## config.mk

```make
export PLATFORM = sky130hd
export DESIGN_NAME = wavetable_sound_channel
export DESIGN_NICKNAME = d
export VERILOG_FILES = /design/src/hw/rtl/wsc_pkg.sv /design/src/hw/rtl/wavetable_sound_channel.sv
export SDC_FILE = /design/constraint.sdc
export NUM_CORES = 1
export LEC_CHECK = 0
export BUFFER_PORTS_ARGS = -buffer_cell sky130_fd_sc_hd__buf_2
export CORE_UTILIZATION = 40
export DETAILED_ROUTE_END_ITERATION = 10
export GPL_ROUTABILITY_DRIVEN = 0
export GPL_TIMING_DRIVEN = 0
export PLACE_DENSITY = 0.67
export SETUP_SLACK_MARGIN = 0.05
export SYNTH_ARGS = -nofsm -noshare
export SYNTH_HDL_FRONTEND = slang
export SYNTH_SLANG_ARGS = --single-unit
export TNS_END_PERCENT = 50
```

## constraint.sdc

```tcl
create_clock -name clk -period 5.2 [get_ports clk]
set_input_delay 0.26 -clock clk [delete_from_list [all_inputs] [get_ports clk]]
set_output_delay 0.26 -clock clk [all_outputs]
set_load 0.01 [all_outputs]
```

## src/hw/rtl/wsc_pkg.sv

```systemverilog
// shared types, codes and constants for the wavetable sound channel
package wsc_pkg;

  localparam int unsigned RAM_DEPTH   = 16;
  localparam int unsigned ADDR_W      = 4;
  localparam int unsigned BYTE_W      = 8;
  localparam int unsigned NIBBLE_W    = 4;
  localparam int unsigned INDEX_W     = 5;
  localparam int unsigned FREQ_W      = 11;
  localparam int unsigned PERIOD_W    = 12;
  localparam int unsigned LENGTH_W    = 9;
  localparam int unsigned OP_W        = 3;
  localparam int unsigned CFG_INDEX_W = 3;
  localparam int unsigned CFG_DATA_W  = 11;

  // event codes
  localparam logic [OP_W-1:0] OP_TICK      = 3'd0;
  localparam logic [OP_W-1:0] OP_LENGTH    = 3'd1;
  localparam logic [OP_W-1:0] OP_TRIGGER   = 3'd2;
  localparam logic [OP_W-1:0] OP_RAM_READ  = 3'd3;
  localparam logic [OP_W-1:0] OP_RAM_WRITE = 3'd4;

  // configuration register indexes
  localparam logic [CFG_INDEX_W-1:0] CFG_DAC_ENABLE    = 3'd0;
  localparam logic [CFG_INDEX_W-1:0] CFG_VOLUME_CODE   = 3'd1;
  localparam logic [CFG_INDEX_W-1:0] CFG_FREQUENCY     = 3'd2;
  localparam logic [CFG_INDEX_W-1:0] CFG_LENGTH_ENABLE = 3'd3;
  localparam logic [CFG_INDEX_W-1:0] CFG_COLOR_MODEL   = 3'd4;

  // output level codes
  localparam logic [1:0] VOL_MUTE    = 2'd0;
  localparam logic [1:0] VOL_FULL    = 2'd1;
  localparam logic [1:0] VOL_HALF    = 2'd2;
  localparam logic [1:0] VOL_QUARTER = 2'd3;

  localparam logic [PERIOD_W-1:0] PERIOD_BASE   = 12'd2048;
  localparam logic [PERIOD_W-1:0] TRIGGER_EXTRA = 12'd2;
  localparam logic [LENGTH_W-1:0] LENGTH_FULL   = 9'd256;
  localparam logic [LENGTH_W-1:0] LENGTH_SHORT  = 9'd255;

  typedef struct packed {
    logic [OP_W-1:0]   op;
    logic [ADDR_W-1:0] address;
    logic [BYTE_W-1:0] bus_data;
    logic              frame_phase_odd;
  } item_t;

  typedef struct packed {
    logic [NIBBLE_W-1:0] sample;
    logic [BYTE_W-1:0]   read_data;
    logic                channel_on;
  } result_t;

  // right shift applied for each volume code: mute, full, half, quarter
  function automatic logic [2:0] vol_shift(input logic [1:0] code);
    logic [2:0] sh;
    case (code)
      VOL_MUTE: sh = 3'd4;
      VOL_FULL: sh = 3'd0;
      VOL_HALF: sh = 3'd1;
      default:  sh = 3'd2;
    endcase
    return sh;
  endfunction

endpackage

```

## src/hw/rtl/wavetable_sound_channel.sv

```systemverilog
// wavetable sound channel: 32 four-bit samples in a 16-byte wave ram, one event per request
// an accepted request has its result in the output register in the following cycle
// throughput: one request per cycle while the held result is not stalled downstream
// all event logic sits between the channel state and the result register
// reset: synchronous, resets configuration, channel state and the whole wave ram
// the input is stalled only while a held result is itself stalled downstream
module wavetable_sound_channel (
  input  logic                                clk,
  input  logic                                rst,
  // event requests
  input  logic                                item_valid,
  output logic                                item_stall,
  input  wsc_pkg::item_t                      item,
  // results, one per event
  output logic                                result_valid,
  input  logic                                result_stall,
  output wsc_pkg::result_t                    result,
  // configuration writes
  input  logic                                cfg_valid,
  output logic                                cfg_ready,
  input  logic [wsc_pkg::CFG_INDEX_W-1:0]     cfg_index,
  input  logic [wsc_pkg::CFG_DATA_W-1:0]      cfg_data
);

  // configuration registers
  logic                           dac_enable;
  logic [1:0]                     volume_code;
  logic [wsc_pkg::FREQ_W-1:0]     frequency;
  logic                           length_enable;
  logic                           color_model;

  // channel state
  logic                           channel_enabled, channel_enabled_next;
  logic [wsc_pkg::PERIOD_W-1:0]   period_count, period_count_next;
  logic [wsc_pkg::INDEX_W-1:0]    sample_index, sample_index_next;
  logic [wsc_pkg::NIBBLE_W-1:0]   latched_sample, latched_sample_next;
  logic                           hold_flag, hold_flag_next;
  logic [wsc_pkg::LENGTH_W-1:0]   length_count, length_count_next;
  logic [wsc_pkg::NIBBLE_W-1:0]   output_level, output_level_next;

  // wave ram, kept in flops: a trigger on the older model rewrites up to four bytes at once
  logic [wsc_pkg::BYTE_W-1:0]     wave_ram      [wsc_pkg::RAM_DEPTH];
  logic [wsc_pkg::BYTE_W-1:0]     wave_ram_next [wsc_pkg::RAM_DEPTH];

  logic                           accept;
  logic                           blocked;
  logic [wsc_pkg::ADDR_W-1:0]     cur_byte;
  logic [wsc_pkg::BYTE_W-1:0]     fetch_byte;
  logic [wsc_pkg::BYTE_W-1:0]     read_data_next;
  logic [wsc_pkg::NIBBLE_W-1:0]   shifted;

  // the result register frees up whenever it is empty or being taken
  assign item_stall = result_valid & result_stall;
  assign accept     = item_valid & ~item_stall;
  assign cfg_ready  = 1'b1;

  // older model blocks ram access while playing unless the hold flag is up
  assign blocked  = ~color_model & ~hold_flag;
  assign cur_byte = sample_index[wsc_pkg::INDEX_W-1:1];

  // configuration write decode; indexes beyond the list are ignored
  always_ff @(posedge clk) begin
    if (rst) begin
      dac_enable    <= 1'b0;
      volume_code   <= 2'd0;
      frequency     <= '0;
      length_enable <= 1'b0;
      color_model   <= 1'b0;
    end else if (cfg_valid && cfg_ready) begin
      unique case (cfg_index)
        wsc_pkg::CFG_DAC_ENABLE:    dac_enable    <= cfg_data[0];
        wsc_pkg::CFG_VOLUME_CODE:   volume_code   <= cfg_data[1:0];
        wsc_pkg::CFG_FREQUENCY:     frequency     <= cfg_data[wsc_pkg::FREQ_W-1:0];
        wsc_pkg::CFG_LENGTH_ENABLE: length_enable <= cfg_data[0];
        wsc_pkg::CFG_COLOR_MODEL:   color_model   <= cfg_data[0];
        default: begin
        end
      endcase
    end
  end

  // event logic: next channel state and the result of this request
  always_comb begin
    channel_enabled_next = channel_enabled;
    period_count_next    = period_count;
    sample_index_next    = sample_index;
    latched_sample_next  = latched_sample;
    hold_flag_next       = hold_flag;
    length_count_next    = length_count;
    output_level_next    = output_level;
    wave_ram_next        = wave_ram;
    read_data_next       = '0;
    fetch_byte           = '0;
    shifted              = '0;

    case (item.op)
      wsc_pkg::OP_TICK: begin
        hold_flag_next = 1'b0;
        if (period_count != '0) begin
          if (period_count == wsc_pkg::PERIOD_W'(1)) begin
            // period expired: reload, step to the next sample and latch it
            period_count_next   = wsc_pkg::PERIOD_BASE - {1'b0, frequency};
            sample_index_next   = sample_index + 1'b1;
            fetch_byte          = wave_ram[sample_index_next[wsc_pkg::INDEX_W-1:1]];
            latched_sample_next = sample_index_next[0] ? fetch_byte[3:0] : fetch_byte[7:4];
            hold_flag_next      = 1'b1;
          end else begin
            period_count_next = period_count - 1'b1;
          end
        end
        // mute shifts everything out
        shifted           = latched_sample_next >> wsc_pkg::vol_shift(volume_code);
        output_level_next = channel_enabled ? shifted : '0;
      end

      wsc_pkg::OP_LENGTH: begin
        if (length_enable && length_count != '0) begin
          length_count_next = length_count - 1'b1;
          if (length_count == wsc_pkg::LENGTH_W'(1)) begin
            channel_enabled_next = 1'b0;
          end
        end
      end

      wsc_pkg::OP_TRIGGER: begin
        // older model retriggered right after a sample fetch corrupts the first bytes
        if (!color_model && hold_flag) begin
          if (cur_byte[3:2] == 2'b00) begin
            wave_ram_next[0] = wave_ram[cur_byte];
          end else begin
            for (int k = 0; k < 4; k++) begin
              wave_ram_next[k] = wave_ram[{cur_byte[3:2], 2'(k)}];
            end
          end
        end
        channel_enabled_next = dac_enable;
        period_count_next    = wsc_pkg::PERIOD_BASE - {1'b0, frequency}
                               + wsc_pkg::TRIGGER_EXTRA;
        sample_index_next    = '0;
        latched_sample_next  = '0;
        hold_flag_next       = 1'b0;
        if (length_count == '0) begin
          length_count_next = (item.frame_phase_odd && length_enable) ?
                              wsc_pkg::LENGTH_SHORT : wsc_pkg::LENGTH_FULL;
        end
      end

      wsc_pkg::OP_RAM_READ: begin
        if (channel_enabled) begin
          read_data_next = blocked ? item.bus_data : wave_ram[cur_byte];
        end else begin
          read_data_next = wave_ram[item.address];
        end
      end

      wsc_pkg::OP_RAM_WRITE: begin
        // while playing the access lands on the byte being played, and is dropped while blocked
        if (channel_enabled) begin
          if (!blocked) begin
            wave_ram_next[cur_byte] = item.bus_data;
          end
        end else begin
          wave_ram_next[item.address] = item.bus_data;
        end
      end

      default: begin
      end
    endcase
  end

  // state update on each accepted request
  always_ff @(posedge clk) begin
    if (rst) begin
      channel_enabled <= 1'b0;
      period_count    <= '0;
      sample_index    <= '0;
      latched_sample  <= '0;
      hold_flag       <= 1'b0;
      length_count    <= wsc_pkg::LENGTH_FULL;
      output_level    <= '0;
      for (int i = 0; i < wsc_pkg::RAM_DEPTH; i++) begin
        wave_ram[i] <= '0;
      end
    end else if (accept) begin
      channel_enabled <= channel_enabled_next;
      period_count    <= period_count_next;
      sample_index    <= sample_index_next;
      latched_sample  <= latched_sample_next;
      hold_flag       <= hold_flag_next;
      length_count    <= length_count_next;
      output_level    <= output_level_next;
      wave_ram        <= wave_ram_next;
    end
  end

  // result register valid flag
  always_ff @(posedge clk) begin
    if (rst) begin
      result_valid <= 1'b0;
    end else if (accept) begin
      result_valid <= 1'b1;
    end else if (!result_stall) begin
      result_valid <= 1'b0;
    end
  end

  // result payload, loaded only with a new request
  always_ff @(posedge clk) begin
    if (accept) begin
      result.sample     <= output_level_next;
      result.read_data  <= read_data_next;
      result.channel_on <= channel_enabled_next;
    end
  end

endmodule
```

# Yosys cells after proc, flatten, opt, wreduce, memory -nomap -nowiden
# Index checks and enable logic that the tools add are counted.
[totals]
latch_bits = 0
mem_bits_rw = 0
wordCells = 171
reg_bits = 194
memories = 0
romBits = 0
output_inout_bits = 16
input_bits = 35
[classes]
div = 0
n_addsub = 5
bitwise = 13
magnitude_cmp = 9
muxes = 62
mul = 0
eq_ne = 21
reduce_logical = 28
shifts = 1
[ops]
columns = ["op", "n"]
rows = [
  ["128-bit bitwise mux", 2],
  ["128-bit 2-to-1 mux", 2],
  ["8-bit binary-select mux with 4-bit select", 7],
  ["8-bit 2-to-1 mux", 19],
  ["8-bit demux with 4-bit select", 2],
  ["32-bit one-hot mux with 2 select lines", 1],
  ["5-bit >= comparator, second input constant", 7],
  ["4-bit inverter with 5-bit output", 7],
  ["32-bit 2-to-1 mux", 1],
  ["9-bit 2-to-1 mux", 3],
  ["12-bit 2-to-1 mux", 2],
  ["24-bit 2-to-1 mux", 1],
  ["4-bit 2-to-1 mux", 6],
  ["12-bit one-hot mux with 2 select lines", 1],
  ["9-bit one-hot mux with 2 select lines", 1],
  ["2-bit inequality test, second input constant", 7],
  ["12-bit by 2-bit adder with 12-bit output, second input constant", 1],
  ["12-bit by 1-bit == test with 1-bit output, second input constant", 1],
  ["3-bit by 2-bit == test with 1-bit output, second input constant", 4],
  ["2-bit AND reduction", 6],
  ["4-bit AND reduction", 3],
  ["12-bit nonzero test", 1],
  ["12-bit by 1-bit subtractor with 12-bit output, second input constant", 1],
  ["12-bit by 11-bit subtractor with 12-bit output, first input constant", 1],
  ["other kinds (29)", 52],
]

# Depth between registers and ports, before layout
# Gate-level depths: netlist (run 1).
[logic_depth]
ltp_word = 12
depth_mapped = 13
depth_no_buf = 10

# Worst setup path after synthesis (run 1)
# Ideal clock, no wire load.
[synth_timing]
path_type = "register -> register"
start = "register sample_index[0] in the netlist's numbering"
end = "register result[9] in the netlist's numbering (data pin)"
required_ns = 4.930
setup_time_ns = 0.270
setup_slack_ns = 2.496
arrival_time_ns = 2.434
n_path_buf = 3
path_stages_with_launch = 12
cell_sequence = "dfxtp_1 > ha_1 > buf_6 > xnor2_2 > buf_6 > buf_4 > mux4_2 > a31oi_1 > o311ai_0 > o311a_1 > a211oi_1 > o41ai_2"
[synth_via]
elab_chain_cells = 12
[synth_lines]
columns = ["item", "line_no", "source"]
rows = [
  ["from (decl)", "wavetable_sound_channel.sv:35", "logic [wsc_pkg::INDEX_W-1:0] sample_index, sample_index_next;"],
  ["from (signal assigned)", "wavetable_sound_channel.sv:188", "sample_index <= sample_index_next;"],
  ["5-bit by 1-bit adder with 5-bit output (*)", "wavetable_sound_channel.sv:103", "sample_index_next = sample_index + 1'b1;"],
  ["4-bit inverter with 5-bit output (not written as such)", "wavetable_sound_channel.sv:104", "fetch_byte = wave_ram[sample_index_next[wsc_pkg::INDEX_W-1:1]];"],
  ["8-bit binary-select mux with 4-bit select", "wavetable_sound_channel.sv:104", ""],
  ["8-bit 2-to-1 mux (not written as such) (2 in series)", "wavetable_sound_channel.sv:104", ""],
  ["4-bit 2-to-1 mux (*)", "wavetable_sound_channel.sv:105", "latched_sample_next = sample_index_next[0] ? fetch_byte[3:0] : fetch_byte[7:4];"],
  ["4-bit 2-to-1 mux (*)", "wavetable_sound_channel.sv:100", "if (period_count == wsc_pkg::PERIOD_W'(1)) begin"],
  ["4-bit 2-to-1 mux (*)", "wavetable_sound_channel.sv:99", "if (period_count != '0) begin"],
  ["4-bit 2-to-1 mux (*)", "wavetable_sound_channel.sv:96", "case (item.op)"],
  ["4-bit by 3-bit >> shifter with 4-bit output (*)", "wavetable_sound_channel.sv:112", "shifted = latched_sample_next >> wsc_pkg::vol_shift(volume_code);"],
  ["4-bit 2-to-1 mux (*)", "wavetable_sound_channel.sv:113", "output_level_next = channel_enabled ? shifted : '0;"],
  ["4-bit 2-to-1 mux (*)", "wavetable_sound_channel.sv:96", ""],
  ["named net output_level_next (one bit)", "wavetable_sound_channel.sv:39", "logic [wsc_pkg::NIBBLE_W-1:0] output_level, output_level_next;"],
  ["to (decl)", "wavetable_sound_channel.sv:17", "output wsc_pkg::result_t result,"],
]
# Mark *: on every way through the listed nets, which the timed path passes. The rest lies on a longest branch. The select of a mux whose other input is x is not followed.
# A chain may end at the register's enable or synchronous reset.

# Worst setup path after layout (run 1)
[layout_timing]
start = "register sample_index[0] in the netlist's numbering"
end = "register result[10] in the netlist's numbering (data pin)"
# The elaborated chain is that of the path after synthesis.

==> results of run 1 <==
## state kept, by name, summed over array words and instances, names as in the netlist, 2 cells and up
name,count
frequency,11
latched_sample,4
length_count,9
output_level,4
period_count,12
result,13
sample_index,5
volume_code,2
wave_ram,128
## synth_stat cells, types with 6 or more instances
library cell,n,area [µm²]
clkbuf_1,90,338
nand2b_1,8,50.1
nor2b_1,18,113
and2_1,12,75.1
nand3_1,35,175
mux4_2,79,1780
a211oi_1,29,218
nor2_1,238,893
a221oi_1,9,78.8
inv_1,13,48.8
ha_1,9,113
edfxtp_1,13,390
mux2i_1,137,1370
nand2_1,128,480
nor3_1,31,155
nor3b_1,8,60.1
nor4_1,9,56.3
xnor2_1,14,123
a22oi_1,41,308
o21ai_0,58,290
a21oi_1,81,405
buf_2,23,115
xor2_1,7,61.3
mux2_2,7,78.8
o211ai_1,10,75.1
o31ai_1,9,67.6
nand3b_1,9,67.6
buf_6,6,67.6
dfxtp_1,181,3620
a31oi_1,27,169
## path summary, 6_finish.rpt
| kind | from | endpoint | slack (ps) | cells past startpoint |
|---|---|---|---|---|
| worst max-delay path | sample_index[0] | result[10] | 1300 | 9 |
| worst min-delay path | item_valid | result_valid | 30 | 3 |
| worst max register to register | sample_index[0] | result[10] | 1300 | 9 |
| worst min register to register | period_count[6] | period_count[6] | 460 | 2 |
## cell families after synthesis
group                      after synthesis  synth area share, %
AOI/OAI and AO/OA                      315                 16.0
xor gates and xnor gates                26                 2.15
adders and majority gates               11                 1.03
buffers and inverters                  145                 4.89
DFF                                    194                 31.2
muxes                                  228                 26.1
other                                    1               0.0291
and+or+nand+nor                        532                 18.6
## tightest hold or removal path: cells and delay by family
family	cells	cell delay, ps
buffers and inverters	1	90
and+or+nand+nor	2	100
## stage by stage
step | setup WS, ps | hold WS (ps) | util, % | cell area, µm² | instances
floorplan | 2500 | 381 | - | 12900 | 1452
global placement | 1550 | 442 | 42.9 | 13600 | 1894
detailed placement | 1530 | 446 | 42.9 | 13600 | 1894
CTS | 1510 | 21.1 | 44.9 | 14200 | 1926
global route | 1260 | 46.3 | 44.9 | 14200 | 1926
finish | 1300 | 29.1 | 44.9 | 14200 | 1926
## per-layer routing
| metal | global-route usage [%] | vias to the layer above | wire, µm |
|---|---|---|---|
| met2 | 43.0 | 851 | 20300 |
| met4 | 15.7 | 4 | 2490 |
| met1 | 37.3 | 5873 | 18600 |
| met3 | 8.20 | 194 | 5650 |
| li1 | - | 5472 | - |
| met5 | 0.148 | - | 27 |
## report_power, final
| group | internal, mW | switching, mW | total (mW) |
|---|---|---|---|
| Sequential | 1.52 | 0.0148 | 1.53 |
| Combinational | 0.119 | 0.237 | 0.356 |
| Clock | 0.702 | 0.682 | 1.38 |
| Total | 2.34 | 0.934 | 3.27 |
## cell type report
cell class,count,area [µm²]
buffer,127,562
clock buffer,18,439
clock inverter,14,169
fill,3082,17400
inverter,18,67.6
multi-input combinational,1113,8240
sequential,194,4010
tap,402,503
timing repair buffer,40,200
## placed cells by master, fill, tap and decap left out, drive strengths merged, types with 4 or more instances in the layout
cell type / count
clkinv: 11
or3: 6
nor2: 239
and3: 5
nor3: 32
inv: 20
and2: 13
o2111ai: 4
xnor2: 18
a22oi: 41
o211ai: 11
a31oi: 27
nand2: 128
xor2: 8
nand3b: 9
nand2b: 9
edfxtp: 13
nand3: 35
o41ai: 6
or4: 6
a22o: 4
o21ai: 62
a21oi: 82
dfxtp: 181
o31ai: 9
nand4: 4
ha: 9
nor4: 9
clkbuf: 108
mux2i: 137
buf: 77
mux4: 84
o32ai: 4
mux2: 7
nor2b: 18
o311ai: 4
a211oi: 29
or2: 4
a221oi: 9
nor3b: 8
==> impl_metrics.toml, run 1 <==
[run_status]
status = "completed"

[routing]
wl_mm = 47.1
dr.pass1.iters = 7
via_per_inst = 6.44
wire_per_inst_um = 24.5
vias = 12400
ant_nets = 0
drtIter0Drc = 1802
route.detailed.drc = 0

[synthesis]
postSynthNetCount = 1496
netlist_instances = 1452
postSynth.asyncResetShare_pct = 0
ys.flop_type = "dfxtp_1"
ys_seq_elements = 194
synth_edf_count = 13
syn_avg_cell_area_um2 = 8.87
synth_cell_types = 82
yosysWarningCount = 0
netlist_area_um2 = 12900
ys_seq_area_share_pct = 31.2

[placed_design]
dpl.hpwl_mm = 35.9
port_buffers = 40

[power_and_ir_drop]
pwr_density_cell_nw_per_um2 = 231
finalPower_mw = 3.27
irDropWorstVdd_mv = 0.223
leakage_nw = 4.95

[setup_path]
worstPathArrival_ps = 4090
crit_type = "flop to flop"
cp_max_fo = 10
slowest_delay_ps = 710
crit_buf_inv = 3
crit_path_cell_trace = "ha_1 > buf_2 > buf_1 > clkbuf_1 > o2111ai_1 > a31oi_1 > o211ai_1 > o2111ai_1 > o21ai_0"
required_ps = 5390
critPathSlowestCell = "buf_1"
crit_top_cell = "o2111ai_1"
cp-start-kind = "flop"
end_kind = "flop"
crit_family = "buffers and inverters"

[clock_tree]
tritoncts = "yes"
cts_hold_buf = 0
cts.clk_slew.worst_paths_ps = 80
post_cts_buffers = 0
cts_resized = 0
root_buffer = "clkbuf_16"
clk_latency_ps = 460
htree_levels = 4
cts-buffers-inserted = 17
cts.sinks = 194
clock_path_buffers = 2

[sta]
setup_viol_count_final = 0
tightest_slew_ps = 1340
max_freq_mhz = 257
finalCriticalPeriod_ps = 3900
rsz0062_at_grt = "false"
timing.final.max_slew_violations = 0
relSlewSlack_pct = 10.6
hold_viol_final = 0
finalCritPeriodShare_pct = 75.0
fin_setup_tns_ps = 0
fin_skew_ps = 16.5

[global_route]
grt_max_degree = 20
grt_pass1_wl_mm = 71.7
grt_pass1_vias = 12000
grt.overflow.total = 0
antenna_found_initial = 2
grtUsageTotal_pct = 28.7

[finish]
drive_gt1_share_pct = 14.1
area_delta_synth_final_pct = 10.2
nets = 1555
antenna_cells = 0

[floorplan]
core_um2 = 31600
ios = 51
num_rows = 65
start_util_pct = 40.7
die_width_um = 181
dieArea_um2 = 32900
die_h_um = 181

[min_path]
hold_path_class = "input pin to flop"

[job]
maxCapViolCount = 0
Power figures use the tool's default switching activity.
==> inputs of run 2 (changes only) <==
==> constraint.sdc (replaced) <==
create_clock -name clk -period 3.6 [get_ports clk]
set_input_delay 0.18 -clock clk [delete_from_list [all_inputs] [get_ports clk]]
set_output_delay 0.18 -clock clk [all_outputs]
set_load 0.01 [all_outputs]
==> impl_metrics.toml, run 2 (synthesis results as in run 1) <==
[finish]
largest_reg_flops = 128
drive_gt1_share_pct = 14.4
reg_top3 = "wave_ram x128, result x13, period_count x12"
stdcell_area_um2 = 14300
regMostFlops = "wave_ram"
nets = 1566
nFillCells = 3076
area_delta_synth_final_pct = 11.3
final_cell_mix = "nor2_1 (238), dfxtp_1 (181), mux2i_1 (137)"
antenna_cells = 0
layout_commonest_cell = "nor2_1"

[floorplan]
num_rows = 65
start_util_pct = 40.7
die_h_um = 181
ios = 51
die_width_um = 181
core_um2 = 31600
dieArea_um2 = 32900

[setup_path]
end_kind = "flop"
critPathSlowestCell = "a2111oi_0"
crit_type = "flop to flop"
cp_max_fo = 10
path_depth = 10
rr_worst_depth = 10
crit_top_cell = "buf_2"
slowest_delay_ps = 790
crit_path_end = "result[9]"
worstPathArrival_ps = 3720
required_ps = 3780
reg2reg_slack_ps = 60
crit_family = "compound AO/OA/AOI/OAI gates"
cp-start-kind = "flop"
crit_path_cell_trace = "ha_1 > buf_2 > buf_2 > nor2_1 > a2111oi_0 > a32oi_1 > nand4_1 > nand2_1 > a21oi_2 > o41ai_2"
crit_path_start = "sample_index[0]"
timing.rr.end = "result[9]"
crit_buf_inv = 2
r2r_start = "sample_index[0]"

[power_and_ir_drop]
switchingPower_mw = 1.35
pwr-share-comb_pct = 11.1
seq_power_share_pct = 46.7
pwr_density_cell_nw_per_um2 = 330
irDropWorstVdd_mv = 0.328
leakage_nw = 5.02
pwr-share-clk_pct = 42.2
p_int_mw = 3.38
swShare_pct = 28.5

[sta]
rsz0062_at_grt = "true"
whs_ps = 5.67
hold_viol_final = 0
finalCriticalPeriod_ps = 3540
fin_setup_tns_ps = 0
fin_skew_ps = 16.3
max_freq_mhz = 282
timing.final.max_slew_violations = 0
finalCritPeriodShare_pct = 98.5
setup_viol_count_final = 0
relSlewSlack_pct = 8.94
tightest_slew_ps = 1360

[routing]
drtIter0Drc = 1785
via_per_inst = 6.50
ant_nets = 0
route.detailed.drc = 0
wl_mm = 47.5
vias = 12600
dr.pass1.iters = 9
wire_per_inst_um = 24.5

[global_route]
grt_pass1_wl_mm = 72.1
grtUsageTotal_pct = 28.8
grt_pass1_vias = 12000
grt_max_degree = 20
antenna_found_initial = 2
grt.overflow.total = 0

[clock_tree]
cts.clk_slew.worst_paths_ps = 80
cts.sinks = 194
post_cts_buffers = 0
clk_latency_ps = 470
clock_path_buffers = 2
root_buffer = "clkbuf_16"
htree_levels = 4
tritoncts = "yes"
cts-buffers-inserted = 17

[placed_design]
dpl_cell_area_um2 = 13600
port_buffers = 40
dpl.hpwl_mm = 35.9

[run_status]
status = "completed"

[job]
maxCapViolCount = 0

[min_path]
hold_path_class = "input pin to flop"
==> run 2: cell types whose count changed in the layout (fill, tap and decap cells not counted), sizes merged <==
cell	before	now
buf	77	76
clkbuf	108	109
dlygate4sd3	0	11
==> run 2: repair_timing <==
action                                  CTS  global route
endpoints found under the setup margin    3             8
endpoints found under the hold margin    12             0
resized for setup                         2             9
hold buffers                             11             0
==> run 2: metal layers <==
metal / up-vias / global-route usage (%) / share of wire, %
met5: - / 0.148 / 0.057
met4: 4 / 15.4 / 5.3
met3: 212 / 8.44 / 13
met2: 953 / 43.3 / 43
met1: 5928 / 37.3 / 38
li1: 5494 / - / -
==> run 2: power by group through the flow <==
stage / combinational, mW / sequential [mW] / clock (mW)
after floorplan: 0.344 / 2.26 / 0
after global placement: 0.497 / 2.26 / 0
after detailed placement: 0.502 / 2.26 / 0
after CTS: 0.513 / 2.21 / 2.00
after global routing: 0.567 / 2.22 / 2.09
final: 0.524 / 2.21 / 2.00
==> run 2: through the flow <==
| step | power, mW | std cells | utilization, % | setup slack, ps |
|---|---|---|---|---|
| 6_report | 4.74 | 1937 | 45.3 | 55.8 |
| 3_3_place_gp | 2.76 | 1894 | 42.9 | -45.4 |
| 2_1_floorplan | 2.61 | 1452 | - | 896 |
| 3_5_place_dp | 2.77 | 1894 | 42.9 | -66.6 |
| 4_1_cts | 4.73 | 1937 | 45.2 | 32.5 |
| 5_1_grt | 4.87 | 1937 | 45.3 | -1.34 |
==> run 2: area by class of cell <==
cell class	count	area [µm²]	area share, %
buffer	127	569	3.97
clock buffer	18	439	3.06
clock inverter	14	169	1.18
inverter	18	67.6	0.471
multi-input combinational	1113	8260	57.6
sequential	194	4010	28.0
tap	402	503	3.51
timing repair buffer	51	310	2.17
==> run 2: worst reg2reg max path: stages, from the launching register on <==
cell	delay, ps
dfxtp_1	330
ha_1	270
buf_2	350
buf_2	360
nor2_1	230
a2111oi_0	790
a32oi_1	190
nand4_1	340
nand2_1	110
a21oi_2	190
o41ai_2	100
==> run 2: worst min path at each step <==
| stage | startpoint | endpoint | slack [ps] | cells after the start |
|---|---|---|---|---|
| after global placement | item_valid | result_valid | 410 | 3 |
| final | cfg_data[0] | volume_code[0] | 6 | 3 |
| after CTS | cfg_data[0] | volume_code[0] | 6 | 3 |
| after detailed placement | item_valid | result_valid | 410 | 3 |
| after floorplan | item_valid | result_valid | 300 | 2 |
| after global routing | cfg_data[0] | volume_code[0] | 10 | 3 |
